`src/hw/rtl/blake2b_hash_engine_unit_assert.svh`:
```
// assertion macros of the hash engine, included by bhe_ctrl
// expects clk_i and rst_ni in the including scope
`ifndef BLAKE2B_HASH_ENGINE_UNIT_ASSERT_SVH
`define BLAKE2B_HASH_ENGINE_UNIT_ASSERT_SVH

// property must hold on every clock once out of reset
`define BHE_ASSERT(lbl, prop, msg) \
  lbl: assert property (@(posedge clk_i) disable iff (!rst_ni) prop) else $error(msg);

// condition must never be seen once out of reset
`define BHE_NEVER(lbl, cond, msg) \
  lbl: assert property (@(posedge clk_i) disable iff (!rst_ni) !(cond)) else $error(msg);

`endif

```
`src/hw/rtl/bhe_pkg.sv`:
```
// types, constants and tables of the blake2b hash engine
// no dependencies
`timescale 1ns / 1ps

package bhe_pkg;

  localparam logic [63:0] IV [8] = '{
    64'h6a09e667f3bcc908, 64'hbb67ae8584caa73b,
    64'h3c6ef372fe94f82b, 64'ha54ff53a5f1d36f1,
    64'h510e527fade682d1, 64'h9b05688c2b3e6c1f,
    64'h1f83d9abfb41bd6b, 64'h5be0cd19137e2179
  };

  localparam logic [63:0] PARAM_BASE = 64'h0000_0000_0101_0000;
  localparam logic [7:0]  BLOCK_BYTES = 8'd128;
  localparam logic [6:0]  MAX_LEN = 7'd64;
  localparam logic [6:0]  DEF_DIGEST_LEN = 7'd64;
  localparam logic [6:0]  DEF_KEY_LEN = 7'd0;
  localparam logic [3:0]  LAST_ROUND = 4'd11;

  localparam logic [3:0] SIGMA [10][16] = '{
    '{4'd0, 4'd1, 4'd2, 4'd3, 4'd4, 4'd5, 4'd6, 4'd7,
      4'd8, 4'd9, 4'd10, 4'd11, 4'd12, 4'd13, 4'd14, 4'd15},
    '{4'd14, 4'd10, 4'd4, 4'd8, 4'd9, 4'd15, 4'd13, 4'd6,
      4'd1, 4'd12, 4'd0, 4'd2, 4'd11, 4'd7, 4'd5, 4'd3},
    '{4'd11, 4'd8, 4'd12, 4'd0, 4'd5, 4'd2, 4'd15, 4'd13,
      4'd10, 4'd14, 4'd3, 4'd6, 4'd7, 4'd1, 4'd9, 4'd4},
    '{4'd7, 4'd9, 4'd3, 4'd1, 4'd13, 4'd12, 4'd11, 4'd14,
      4'd2, 4'd6, 4'd5, 4'd10, 4'd4, 4'd0, 4'd15, 4'd8},
    '{4'd9, 4'd0, 4'd5, 4'd7, 4'd2, 4'd4, 4'd10, 4'd15,
      4'd14, 4'd1, 4'd11, 4'd12, 4'd6, 4'd8, 4'd3, 4'd13},
    '{4'd2, 4'd12, 4'd6, 4'd10, 4'd0, 4'd11, 4'd8, 4'd3,
      4'd4, 4'd13, 4'd7, 4'd5, 4'd15, 4'd14, 4'd1, 4'd9},
    '{4'd12, 4'd5, 4'd1, 4'd15, 4'd14, 4'd13, 4'd4, 4'd10,
      4'd0, 4'd7, 4'd6, 4'd3, 4'd9, 4'd2, 4'd8, 4'd11},
    '{4'd13, 4'd11, 4'd7, 4'd14, 4'd12, 4'd1, 4'd3, 4'd9,
      4'd5, 4'd0, 4'd15, 4'd4, 4'd8, 4'd6, 4'd2, 4'd10},
    '{4'd6, 4'd15, 4'd14, 4'd9, 4'd11, 4'd3, 4'd0, 4'd8,
      4'd12, 4'd2, 4'd13, 4'd7, 4'd1, 4'd4, 4'd10, 4'd5},
    '{4'd10, 4'd2, 4'd8, 4'd4, 4'd7, 4'd6, 4'd1, 4'd5,
      4'd15, 4'd11, 4'd9, 4'd14, 4'd3, 4'd12, 4'd13, 4'd0}
  };

  // state word indices of the eight mixing steps of a round
  localparam logic [3:0] GA [8] = '{4'd0, 4'd1, 4'd2, 4'd3, 4'd0, 4'd1, 4'd2, 4'd3};
  localparam logic [3:0] GB [8] = '{4'd4, 4'd5, 4'd6, 4'd7, 4'd5, 4'd6, 4'd7, 4'd4};
  localparam logic [3:0] GC [8] = '{4'd8, 4'd9, 4'd10, 4'd11, 4'd10, 4'd11, 4'd8, 4'd9};
  localparam logic [3:0] GD [8] = '{4'd12, 4'd13, 4'd14, 4'd15, 4'd15, 4'd12, 4'd13, 4'd14};

  typedef enum logic [0:0] {
    CFG_DIGEST_LEN = 1'b0,
    CFG_KEY_LEN    = 1'b1
  } cfg_idx_e;

  typedef enum logic [3:0] {
    S_IDLE, S_DISPATCH, S_BYTE, S_PAD, S_INIT, S_ROUND, S_FEED, S_OUT, S_START
  } state_e;

  typedef struct packed {
    logic [7:0] byte_value;
    logic       byte_valid;
    logic       finish;
  } in_item_t;

  typedef struct packed {
    logic [63:0] digest_word;
    logic [3:0]  valid_bytes;
    logic        last_word;
  } out_item_t;

  typedef struct packed {
    logic latch;
    logic blk_count;
    logic write_byte;
    logic pad;
    logic init_v;
    logic round_step;
    logic feed;
    logic out_next;
    logic start;
  } dp_cmd_t;

  typedef struct packed {
    logic need_compress;
    logic finish;
    logic final_blk;
    logic round_done;
    logic last_word;
  } dp_sts_t;

  function automatic logic [6:0] eff_digest(input logic [6:0] raw);
    logic [6:0] r;
    r = raw;
    if (raw == 7'd0) r = 7'd1;
    else if (raw > MAX_LEN) r = MAX_LEN;
    return r;
  endfunction

  function automatic logic [6:0] eff_key(input logic [6:0] raw);
    return (raw > MAX_LEN) ? MAX_LEN : raw;
  endfunction

  function automatic logic [63:0] param_word(input logic [6:0] dl, input logic [6:0] kl);
    return PARAM_BASE ^ {49'd0, kl, 8'd0} ^ {57'd0, dl};
  endfunction

endpackage

```
`src/hw/rtl/bhe_ctrl.sv`:
```
// controller state machine sequencing bytes, compressions and digest beats
// depends on bhe_pkg and blake2b_hash_engine_unit_assert.svh
`timescale 1ns / 1ps
`include "blake2b_hash_engine_unit_assert.svh"

module bhe_ctrl (
  input  logic             clk_i,
  input  logic             rst_ni,
  input  logic             in_valid_i,
  output logic             in_stall_o,
  output logic             out_valid_o,
  input  logic             out_stall_i,
  input  bhe_pkg::dp_sts_t sts_i,
  output bhe_pkg::dp_cmd_t cmd_o
);

  bhe_pkg::state_e state_q, state_d;

  always_comb begin
    state_d = state_q;
    case (state_q)
      bhe_pkg::S_IDLE:     if (in_valid_i) state_d = bhe_pkg::S_DISPATCH;
      bhe_pkg::S_DISPATCH: state_d = sts_i.need_compress ? bhe_pkg::S_INIT : bhe_pkg::S_BYTE;
      bhe_pkg::S_BYTE:     state_d = sts_i.finish ? bhe_pkg::S_PAD : bhe_pkg::S_IDLE;
      bhe_pkg::S_PAD:      state_d = bhe_pkg::S_INIT;
      bhe_pkg::S_INIT:     state_d = bhe_pkg::S_ROUND;
      bhe_pkg::S_ROUND:    if (sts_i.round_done) state_d = bhe_pkg::S_FEED;
      bhe_pkg::S_FEED:     state_d = sts_i.final_blk ? bhe_pkg::S_OUT : bhe_pkg::S_BYTE;
      bhe_pkg::S_OUT:      if (!out_stall_i && sts_i.last_word) state_d = bhe_pkg::S_START;
      bhe_pkg::S_START:    state_d = bhe_pkg::S_IDLE;
      default:             state_d = bhe_pkg::S_IDLE;
    endcase
  end

  always_comb begin
    cmd_o       = '0;
    in_stall_o  = 1'b1;
    out_valid_o = 1'b0;
    case (state_q)
      bhe_pkg::S_IDLE: begin
        in_stall_o  = 1'b0;
        cmd_o.latch = in_valid_i;
      end
      bhe_pkg::S_DISPATCH: cmd_o.blk_count = sts_i.need_compress;
      bhe_pkg::S_BYTE:     cmd_o.write_byte = 1'b1;
      bhe_pkg::S_PAD:      cmd_o.pad = 1'b1;
      bhe_pkg::S_INIT:     cmd_o.init_v = 1'b1;
      bhe_pkg::S_ROUND:    cmd_o.round_step = 1'b1;
      bhe_pkg::S_FEED:     cmd_o.feed = 1'b1;
      bhe_pkg::S_OUT: begin
        out_valid_o    = 1'b1;
        cmd_o.out_next = !out_stall_i;
      end
      bhe_pkg::S_START:    cmd_o.start = 1'b1;
      default: ;
    endcase
  end

  always_ff @(posedge clk_i or negedge rst_ni) begin
    if (!rst_ni) begin
      state_q <= bhe_pkg::S_IDLE;
    end else begin
      state_q <= state_d;
    end
  end

  `BHE_NEVER(a_no_overlap, out_valid_o && !in_stall_o, "input taken while digest pending")
  `BHE_ASSERT(a_last_restart, out_valid_o && !out_stall_i && sts_i.last_word |=> state_q == bhe_pkg::S_START, "no restart after last beat")
  `BHE_ASSERT(a_round_end, state_q == bhe_pkg::S_ROUND && sts_i.round_done |=> state_q == bhe_pkg::S_FEED, "rounds not closed by feed")

endmodule

```
`config.mk`:
```
export PLATFORM = sky130hd
export DESIGN_NAME = bhe_ctrl
export DESIGN_NICKNAME = d
export VERILOG_FILES = /design/src/hw/rtl/bhe_pkg.sv /design/src/hw/rtl/bhe_ctrl.sv
export VERILOG_INCLUDE_DIRS = /design/src /design/src/hw/rtl
export SDC_FILE = /design/constraint.sdc
export NUM_CORES = 1
export LEC_CHECK = 0
export BUFFER_PORTS_ARGS = -buffer_cell sky130_fd_sc_hd__buf_2
export CORE_AREA = 5 5 42 44
export CTS_BUF_LIST = sky130_fd_sc_hd__clkbuf_4 sky130_fd_sc_hd__clkbuf_8 sky130_fd_sc_hd__clkbuf_16
export CTS_CLUSTER_DIAMETER = 80
export DETAILED_ROUTE_END_ITERATION = 8
export DIE_AREA = 0 0 47 49
export PLACE_DENSITY = 0.54
export SLEW_MARGIN = 15
export SYNTH_ARGS = -nofsm -noshare
export SYNTH_HDL_FRONTEND = slang
export SYNTH_SLANG_ARGS = --single-unit
```
`constraint.sdc`:
```
create_clock -name clk_i -period 2.65 [get_ports clk_i]
set_input_delay 0.795 -clock clk_i [delete_from_list [all_inputs] [get_ports clk_i]]
set_output_delay 0.795 -clock clk_i [all_outputs]
set_load 0.02 [all_outputs]
```
Yosys cells after proc, flatten, opt, wreduce, memory -nomap -nowiden
Index checks and enable logic that the tools add are counted.
{"block": "totals", "ff_bits": 4, "input_bits": 9, "word_cells": 34, "out_inout_bits": 11}
{"block": "op_classes", "n_eq_ne": 11, "n_reduce_logical": 4, "muxes": 18}
{"cell": "$pmux 4 s8", "count": 1}
{"cell": "$eq 4x3->1 const B", "count": 4}
{"cell": "$mux 4", "count": 3}
{"cell": "$mux 1", "count": 11}
{"cell": "$eq 4x2->1 const B", "count": 2}
{"cell": "$mux 3", "count": 2}
{"cell": "$ne 2x2->1 const B", "count": 3}
{"cell": "$eq 4x1->1 const B", "count": 1}
{"cell": "$eq 4x4->1 const B", "count": 1}
{"cell": "$logic_not 4->1", "count": 1}
{"cell": "$reduce_and 3->1", "count": 1}
{"cell": "$mux 2", "count": 1}
{"cell": "$logic_and 1x1->1", "count": 1}
{"cell": "$logic_not 1->1", "count": 1}

Depth between registers and ports, before layout
Gate-level depths: netlist of run 1.
{"block": "logic_depth", "word_depth": 4, "ltp_mapped": 4, "mapped_depth_nobuf": 3}

Worst setup path before layout of run 1
No wires, ideal clock.
{"block": "synth_timing", "path_type": "register -> output", "from": "register state_q[2]", "to": "output cmd_o[0] (netlist name)", "path_stages_with_launch": 3, "n_path_buf": 1, "setup_slack_ps": 551, "t_arrival_ps": 1304, "cell_sequence": "dfrtp_1 > buf_4 > nor4b_1"}
{"item": "start, declared", "line": "bhe_ctrl.sv:17", "source": "bhe_pkg::state_e state_q, state_d;"}
{"item": "start signal, assigned", "line": "bhe_ctrl.sv:61", "source": "state_q <= bhe_pkg::S_IDLE;"}
{"item": "start signal, assigned", "line": "bhe_ctrl.sv:63", "source": "state_q <= state_d;"}
{"item": "end, declared", "line": "bhe_ctrl.sv:14", "source": "output bhe_pkg::dp_cmd_t cmd_o"}

Worst setup path in the final report of run 1
{"block": "layout_timing", "from": "register state_q[2]", "to": "output out_valid_o"}
{"block": "layout_between", "elab_chain_cells": 2}
{"item": "$eq 4x3->1", "line": "bhe_ctrl.sv:39", "source": "case (state_q)"}
{"item": "$mux 1", "line": "bhe_ctrl.sv:39"}
{"item": "end, declared", "line": "bhe_ctrl.sv:11", "source": "output logic out_valid_o,"}
Every way passes these cells.

==> results.md, run 1 <==
- Die Wd: around 47 um
- Maximum operating frequency: 460 MHz
- Status: finished, final reports clean
- CTS tree: done
- Register with the highest flop count: state_q
- First-pass GRT wire length: around 1400 um
- Total detailed-routing wirelength: 866 um
- CTS Sinks: 4
- Root Driver: sky130_fd_sc_hd__clkbuf_4
- Core Box Area: 1400 um2
- Post-CTS setup buffer count: 0
- Top-count cell post-synth: sky130_fd_sc_hd__nor2_1
- Via count normalized by instance count: 4.69
- Antenna cell count: 0
- Synth area leaders: sky130_fd_sc_hd__dfrtp_1, sky130_fd_sc_hd__nor2_1, sky130_fd_sc_hd__nand2b_4
- DIE AREA: 2300 um2
- Portion of the clock cycle consumed by the worst path in the final layout: 82.0%
- Number of nets in the final layout: between 70 and 80
- Setup_tns: 0 ps
- Worst clock skew: about 4 ps
- Post-synth EDFFs: 0
- Number of global-route vias before repair: 342
- Type of the worst setup path: register to output pin
- Top cell type by total area after synthesis: sky130_fd_sc_hd__dfrtp_1
- Kind of end point of the critical path: output pin
- Post-cts sizing count: 0
- Pwr dens: 1160 nW/um2
- Gate count after technology mapping: 45
- Setup repair after global routing missed its margin: no
- Worst EP required: around 1900 ps
- Worst slew margin relative to its limit: 72.6%
- DRT iter0 DRCs: 11
- Grt total ovfl: 0
- Post-synth top area share: 27.4%
- Net count of the mapped netlist: 54
- Bufs on Longest Clock Path: 2
- Max reg flops: 4
- Pwr Total: 0.548 mW
- Initial standard-cell utilization of the core: 26.1%
- Worst IR drop on VDD: 0.000450 V
- Share of the yosys chip area belonging to registers: 27.4%
- Number of buffer cells added on primary ports: 19
- IO Pins: 20
- Clock input transition at the sequential cells of the worst setup and hold paths: around 40 ps
- Worst Path Arrival: 1380 ps
- Depth of the worst register-to-register path: 3
- Maximum Capacitance Violations: 0
- Yosys warning total: 0
- Leading register cell type out of synthesis: sky130_fd_sc_hd__dfrtp_1
- DRC violation count after routing: 0
- Number of unique standard cell types used by synthesis: 25
- Final count of hold timing violations: 0
- Yosys reg bits: 4
- Detailed placement HPWL: 700 um
- Slew of the pin with the lowest slew margin: 410 ps
- Pin count of the biggest net entering global routing: 13
- Placement Rows: 14
- DRT Pass-1 Iters: 4
- Min cycle time layout: 2170 ps
- Hold Crit Class: input port to async pin
- Biggest regs: state_q: 4 flops
- Routed wire length per instance: 10.8 um
- Mean Syn Cell Area: between 8 and 9 um2
- Area added between synthesis and finish: 29.5%
- Antenna-violating nets left: 0
- Vias post-DR: 375
- Leakage power figure: 0.250 nW
- Height of the die: 49 um
- Netlist area before placement: 365 um2
- Clock latency of the later-clocked register in the worst-skew pair: ~230 ps
- Critical Path Start Type: register
- Setup-failing EPs final: 0
- Antenna violations before repair: 0
- Total CTS buffers: 3
- Share of post-route cells with drive strength above 1: between 40% and 50%
- Max Transition Viols Final: 0
- Maximum level of the CTS H-tree: 1
- Final GP Congestion: around 0.74
- Total routing usage reported by global routing: 7.99%
- Biggest fanout along the worst timing path: 12
- Asr flop ratio synth: 100%
- Most numerous cell types in the synthesized netlist: sky130_fd_sc_hd__nor2_1, sky130_fd_sc_hd__dfrtp_1, sky130_fd_sc_hd__nand2_1, sky130_fd_sc_hd__nand2b_1, sky130_fd_sc_hd__nor3_1
- CTS Hold Buffers Added: 0
-- cell type report --
cell class | instances | area [um2]
multi-input combinational | 37 | 231
fill | 163 | 928
sequential | 4 | 100
clock buffer | 3 | 22.5
inverter | 1 | 3.75
tap | 16 | 20.0
timing repair buffer | 19 | 95.1
-- placed cells by master, fill, tap and decap left out, drive strengths merged --
master	netlist	final
nand3	1	1
nor4b	1	1
or3	1	1
o21ai	1	1
and3	1	1
o22ai	1	1
and2b	1	1
inv	1	1
nand4b	1	1
buf	3	19
nand2	3	3
nor3	3	3
a21o	1	1
nand2b	5	5
a21oi	2	2
a31o	1	1
o32ai	1	1
nor2	9	9
nor2b	1	1
a32o	1	1
or2b	1	1
clkbuf	0	3
mux2i	1	1
dfrtp	4	4
-- kinds of logic after synthesis --
kind of cell | share of synthesized area, %
AO/OA/AOI/OAI | 15.4
AND/OR/NAND/NOR | 45.2
multiplexers | 2.74
buffers and inverters | 9.25
flip-flops | 27.4
-- worst max-delay path, stage by stage (launching register included) --
cell and delay (ps):
sky130_fd_sc_hd__dfrtp_1 580, sky130_fd_sc_hd__nand4b_1 260, sky130_fd_sc_hd__inv_1 140, sky130_fd_sc_hd__buf_2 170
-- report_power, final --
group / internal (mW) / total [mW] / switching, mW / leakage, nW
Combinational: 0.146 / 0.320 / 0.174 / 0.187
Sequential: 0.0865 / 0.157 / 0.0701 / 0.0487
Clock: 0.0504 / 0.0717 / 0.0213 / 0.0138
Total: 0.283 / 0.548 / 0.265 / 0.250
-- metal layers --
metal | up-vias | wire length [um] | share of wire [%] | GRT usage (%)
li1 | 202 | - | - | -
met1 | 159 | 432 | 50 | 12.5
met2 | 14 | 360 | 42 | 9.50
met3 | 0 | 72 | 8.3 | 2.21
met4 | 0 | 0 | 0 | 4.15
met5 | - | 0 | 0 | 0
-- metrics by stage --
step	std cells	worst slack, ps	utilization [%]	area, um2	hold slack [ps]
4_1_cts	80	469	33.8	473	357
3_3_place_gp	77	678	32.1	450	603
3_5_place_dp	77	671	32.1	450	603
5_1_grt	80	342	33.8	473	358
2_1_floorplan	45	551	-	365	499
6_report	80	476	33.8	473	361
-- worst paths after layout --
path | start | endpoint | slack, ps
hold reg to reg | state_q[1]$_DFFE_PN0P_ | state_q[2]$_DFFE_PN0P_ | 760
setup / recovery | state_q[2]$_DFFE_PN0P_ | out_valid_o | 480
setup reg to reg | state_q[2]$_DFFE_PN0P_ | state_q[1]$_DFFE_PN0P_ | 1260
hold / removal | rst_ni | state_q[0]$_DFFE_PN0P_ | 360
max in group asynchronous | rst_ni | state_q[1]$_DFFE_PN0P_ | 2170
min in group clk_i | state_q[1]$_DFFE_PN0P_ | state_q[2]$_DFFE_PN0P_ | 760
No activity file was read; power rests on OpenSTA's default activity.
==> inputs of run 2 (changes only) <==
--- a/config.mk
+++ b/config.mk
@@ -6,6 +6,7 @@
 export SDC_FILE = /design/constraint.sdc
 export NUM_CORES = 1
 export LEC_CHECK = 0
+export ABC_AREA = 1
 export BUFFER_PORTS_ARGS = -buffer_cell sky130_fd_sc_hd__buf_2
 export CORE_AREA = 5 5 42 44
 export CTS_BUF_LIST = sky130_fd_sc_hd__clkbuf_4 sky130_fd_sc_hd__clkbuf_8 sky130_fd_sc_hd__clkbuf_16
==> constraint.sdc (replaced) <==
create_clock -name clk_i -period 2.05 [get_ports clk_i]
set_input_delay 0.615 -clock clk_i [delete_from_list [all_inputs] [get_ports clk_i]]
set_output_delay 0.615 -clock clk_i [all_outputs]
set_load 0.02 [all_outputs]
==> run 2 against run 1 <==
  * Sequential cell count did not move
  * Largest power group unchanged
  * Clock-buffer cell count unchanged
  * Clock skew rose by 3.6 ps
  * Combinational power rose by 48%
  * Critical path type unchanged
  * Critical endpoint is now cmd_o[7]
  * Global-route usage increased by 0.54 points
  * Highest routed layer unchanged
  * Largest cell class unchanged
==> results.md, run 2 <==
- Die Wd: 47 um
- Detailed placement HPWL: 849 um
- Portion of the clock cycle consumed by the worst path in the final layout: 92.9%
- Type of the worst setup path: register to output pin
- Min cycle time layout: 1900 ps
- CTS Sinks: 4
- Worst IR drop on VDD: 0.000564 V
- Yosys warning total: 0
- DRC violation count after routing: 0
- Clock input transition at the sequential cells of the worst setup and hold paths: roughly 40 ps
- Pin count of the biggest net entering global routing: 8
- Final GP Congestion: 0.814
- Post-CTS setup buffer count: 0
- Highest-count cells in the layout ignoring fill and taps: sky130_fd_sc_hd__buf_2, sky130_fd_sc_hd__nand2_1, sky130_fd_sc_hd__inv_1, sky130_fd_sc_hd__nor2_1, sky130_fd_sc_hd__dfrtp_1
- Post-synth EDFFs: 0
- Slew of the pin with the lowest slew margin: 227 ps
- Clock latency of the later-clocked register in the worst-skew pair: 240 ps
- Placement Rows: 14
- Critical Path Start Type: register
- Leakage power figure: 0.310 nW
- Final core utilization: 36.4%
- Height of the die: 49 um
- Total CTS buffers: 3
- Top cell type by total area after synthesis: sky130_fd_sc_hd__dfrtp_1
- Filler cells: 167
- Antenna-violating nets left: 0
- Number of unique standard cell types used by synthesis: 13
- Number of global-route vias before repair: 364
- Maximum level of the CTS H-tree: 1
- Antenna cell count: 0
- Vias post-DR: 424
- Worst EP required: ~1400 ps
- Final count of hold timing violations: 0
- Synth area leaders: sky130_fd_sc_hd__dfrtp_1, sky130_fd_sc_hd__nand2_1, sky130_fd_sc_hd__inv_1
- CTS tree: done
- Number of nets in the final layout: 92
- Final hold slack: 173 ps
- Worst clock skew: 7.68 ps
- Area added between synthesis and finish: 38.8%
- First-pass GRT wire length: 1460 um
- Worst slew margin relative to its limit: 84.8%
- Share of post-route cells with drive strength above 1: 38.3%
- Post-synth top area share: ~27%
- Net count of the mapped netlist: 68
- Worst Path Arrival: 1290 ps
- Hold Crit Class: input port to async pin
- Leading register cell type out of synthesis: sky130_fd_sc_hd__dfrtp_1
- Core Box Area: roughly 1400 um2
- DIE AREA: 2300 um2
- Total detailed-routing wirelength: 940 um
- Max reg flops: 4
- Setup repair after global routing missed its margin: no
- Maximum Capacitance Violations: 0
- Pwr dens: roughly 1400 nW/um2
- Initial standard-cell utilization of the core: 26.3%
- Asr flop ratio synth: 100%
- Antenna violations before repair: 0
- Maximum operating frequency: 525 MHz
- Top-count cell post-synth: sky130_fd_sc_hd__nand2_1
- Most numerous cell types in the synthesized netlist: sky130_fd_sc_hd__nand2_1, sky130_fd_sc_hd__inv_1, sky130_fd_sc_hd__nor2_1
- Grt total ovfl: 0
- Kind of end point of the critical path: output pin
- Status: finished, final reports clean
- Via count normalized by instance count: 4.37
- DRT iter0 DRCs: 6
- Biggest regs: state_q: 4 flops
- Routed wire length per instance: roughly 9.7 um
- Setup-failing EPs final: 0
- DRT Pass-1 Iters: 4
- Register with the highest flop count: state_q
- Setup_tns: 0 ps
- Share of the yosys chip area belonging to registers: 27.2%
- Number of buffer cells added on primary ports: 19
- Root Driver: sky130_fd_sc_hd__clkbuf_4
- Bufs on Longest Clock Path: 2
- Total routing usage reported by global routing: approximately 8.5%
- IO Pins: 20
- Max Transition Viols Final: 0
- Most common cell after layout, fill and taps aside: sky130_fd_sc_hd__buf_2
- Mean Syn Cell Area: 6.23 um2
- Yosys reg bits: 4
- Netlist area before placement: about 370 um2
- Biggest fanout along the worst timing path: 7
- Gate count after technology mapping: 59
## run 2: cell count changes after synthesis, sizes merged, moves of 2 or more
cell	change
a21oi	-2
inv	+11
o211ai	+3
nor2	+4
nand4	+2
nand2	+14
buf	-3
nand2b	-5
nand3	+2
## run 2: layer usage
| layer | share of wire (%) | vias up | global-route usage [%] |
|---|---|---|---|
| met4 | 0 | 0 | 0 |
| met5 | 0 | - | 0 |
| met2 | 45 | 15 | 12.9 |
| met1 | 47 | 181 | 11.5 |
| li1 | - | 228 | - |
| met3 | 7.4 | 0 | 4.43 |
## run 2: critical path: stages (launching register included)
cell and delay (ps):
sky130_fd_sc_hd__dfrtp_1 430, sky130_fd_sc_hd__nor2_4 200, sky130_fd_sc_hd__inv_1 90, sky130_fd_sc_hd__nor3_1 130
sky130_fd_sc_hd__buf_2 190
## run 2: power breakdown
group          leakage [nW]  internal [mW]  switching [mW]  total (mW)
Combinational         0.244          0.161           0.314       0.475
Sequential           0.0513          0.112          0.0516       0.163
Clock                0.0138         0.0655          0.0327      0.0982
Total                 0.310          0.338           0.399       0.737
## run 2: cell type report
class	instances	area, um2	share of cell area, %
tap	16	20.0	3.92
clock buffer	3	22.5	4.41
sequential	4	100	19.6
inverter	12	45.0	8.82
multi-input combinational	43	228	44.6
timing repair buffer	19	95.1	18.6
## run 2: kinds of logic (layout without fill, tap and decap cells)
family | Yosys count | in the layout | share of synthesized area, %
buffers and inverters | 12 | 34 | 12.2
AOI/OAI and AO/OA | 3 | 3 | 6.12
DFF | 4 | 4 | 27.2
and+or+nand+nor | 40 | 40 | 54.4
## run 2: path summary, 6_finish.rpt
check | start | end | slack (ps) | cells after the start
worst max-delay path | state_q[2]$_DFFE_PN0P_ | cmd_o[7] | 150 | 4
worst min-delay path | rst_ni | state_q[3]$_DFFE_PN0P_ | 170 | 1
worst max register to register | state_q[2]$_DFFE_PN0P_ | state_q[1]$_DFFE_PN0P_ | 840 | 7
worst min register to register | state_q[3]$_DFFE_PN0P_ | state_q[1]$_DFFE_PN0P_ | 710 | 3
max in group asynchronous | rst_ni | state_q[0]$_DFFE_PN0P_ | 1750 | 1
min in group clk_i | state_q[3]$_DFFE_PN0P_ | state_q[1]$_DFFE_PN0P_ | 710 | 3
## run 2: stage by stage
step / instance area, um2 / power [mW] / cells / worst slack, ps
after floorplan: 368 / 0.507 / 59 / 152
after global placement: 483 / 0.640 / 94 / 323
after detailed placement: 483 / 0.638 / 94 / 318
after CTS: 505 / 0.741 / 97 / 58.4
after global routing: 510 / 0.810 / 97 / 53.2
final: 510 / 0.737 / 97 / 145
## run 2: what timing repair did
item	in CTS	in global routing
endpoints found under the hold margin	0	0
hold buffers	0	0
endpoints found under the setup margin	0	1
resized for setup	0	1
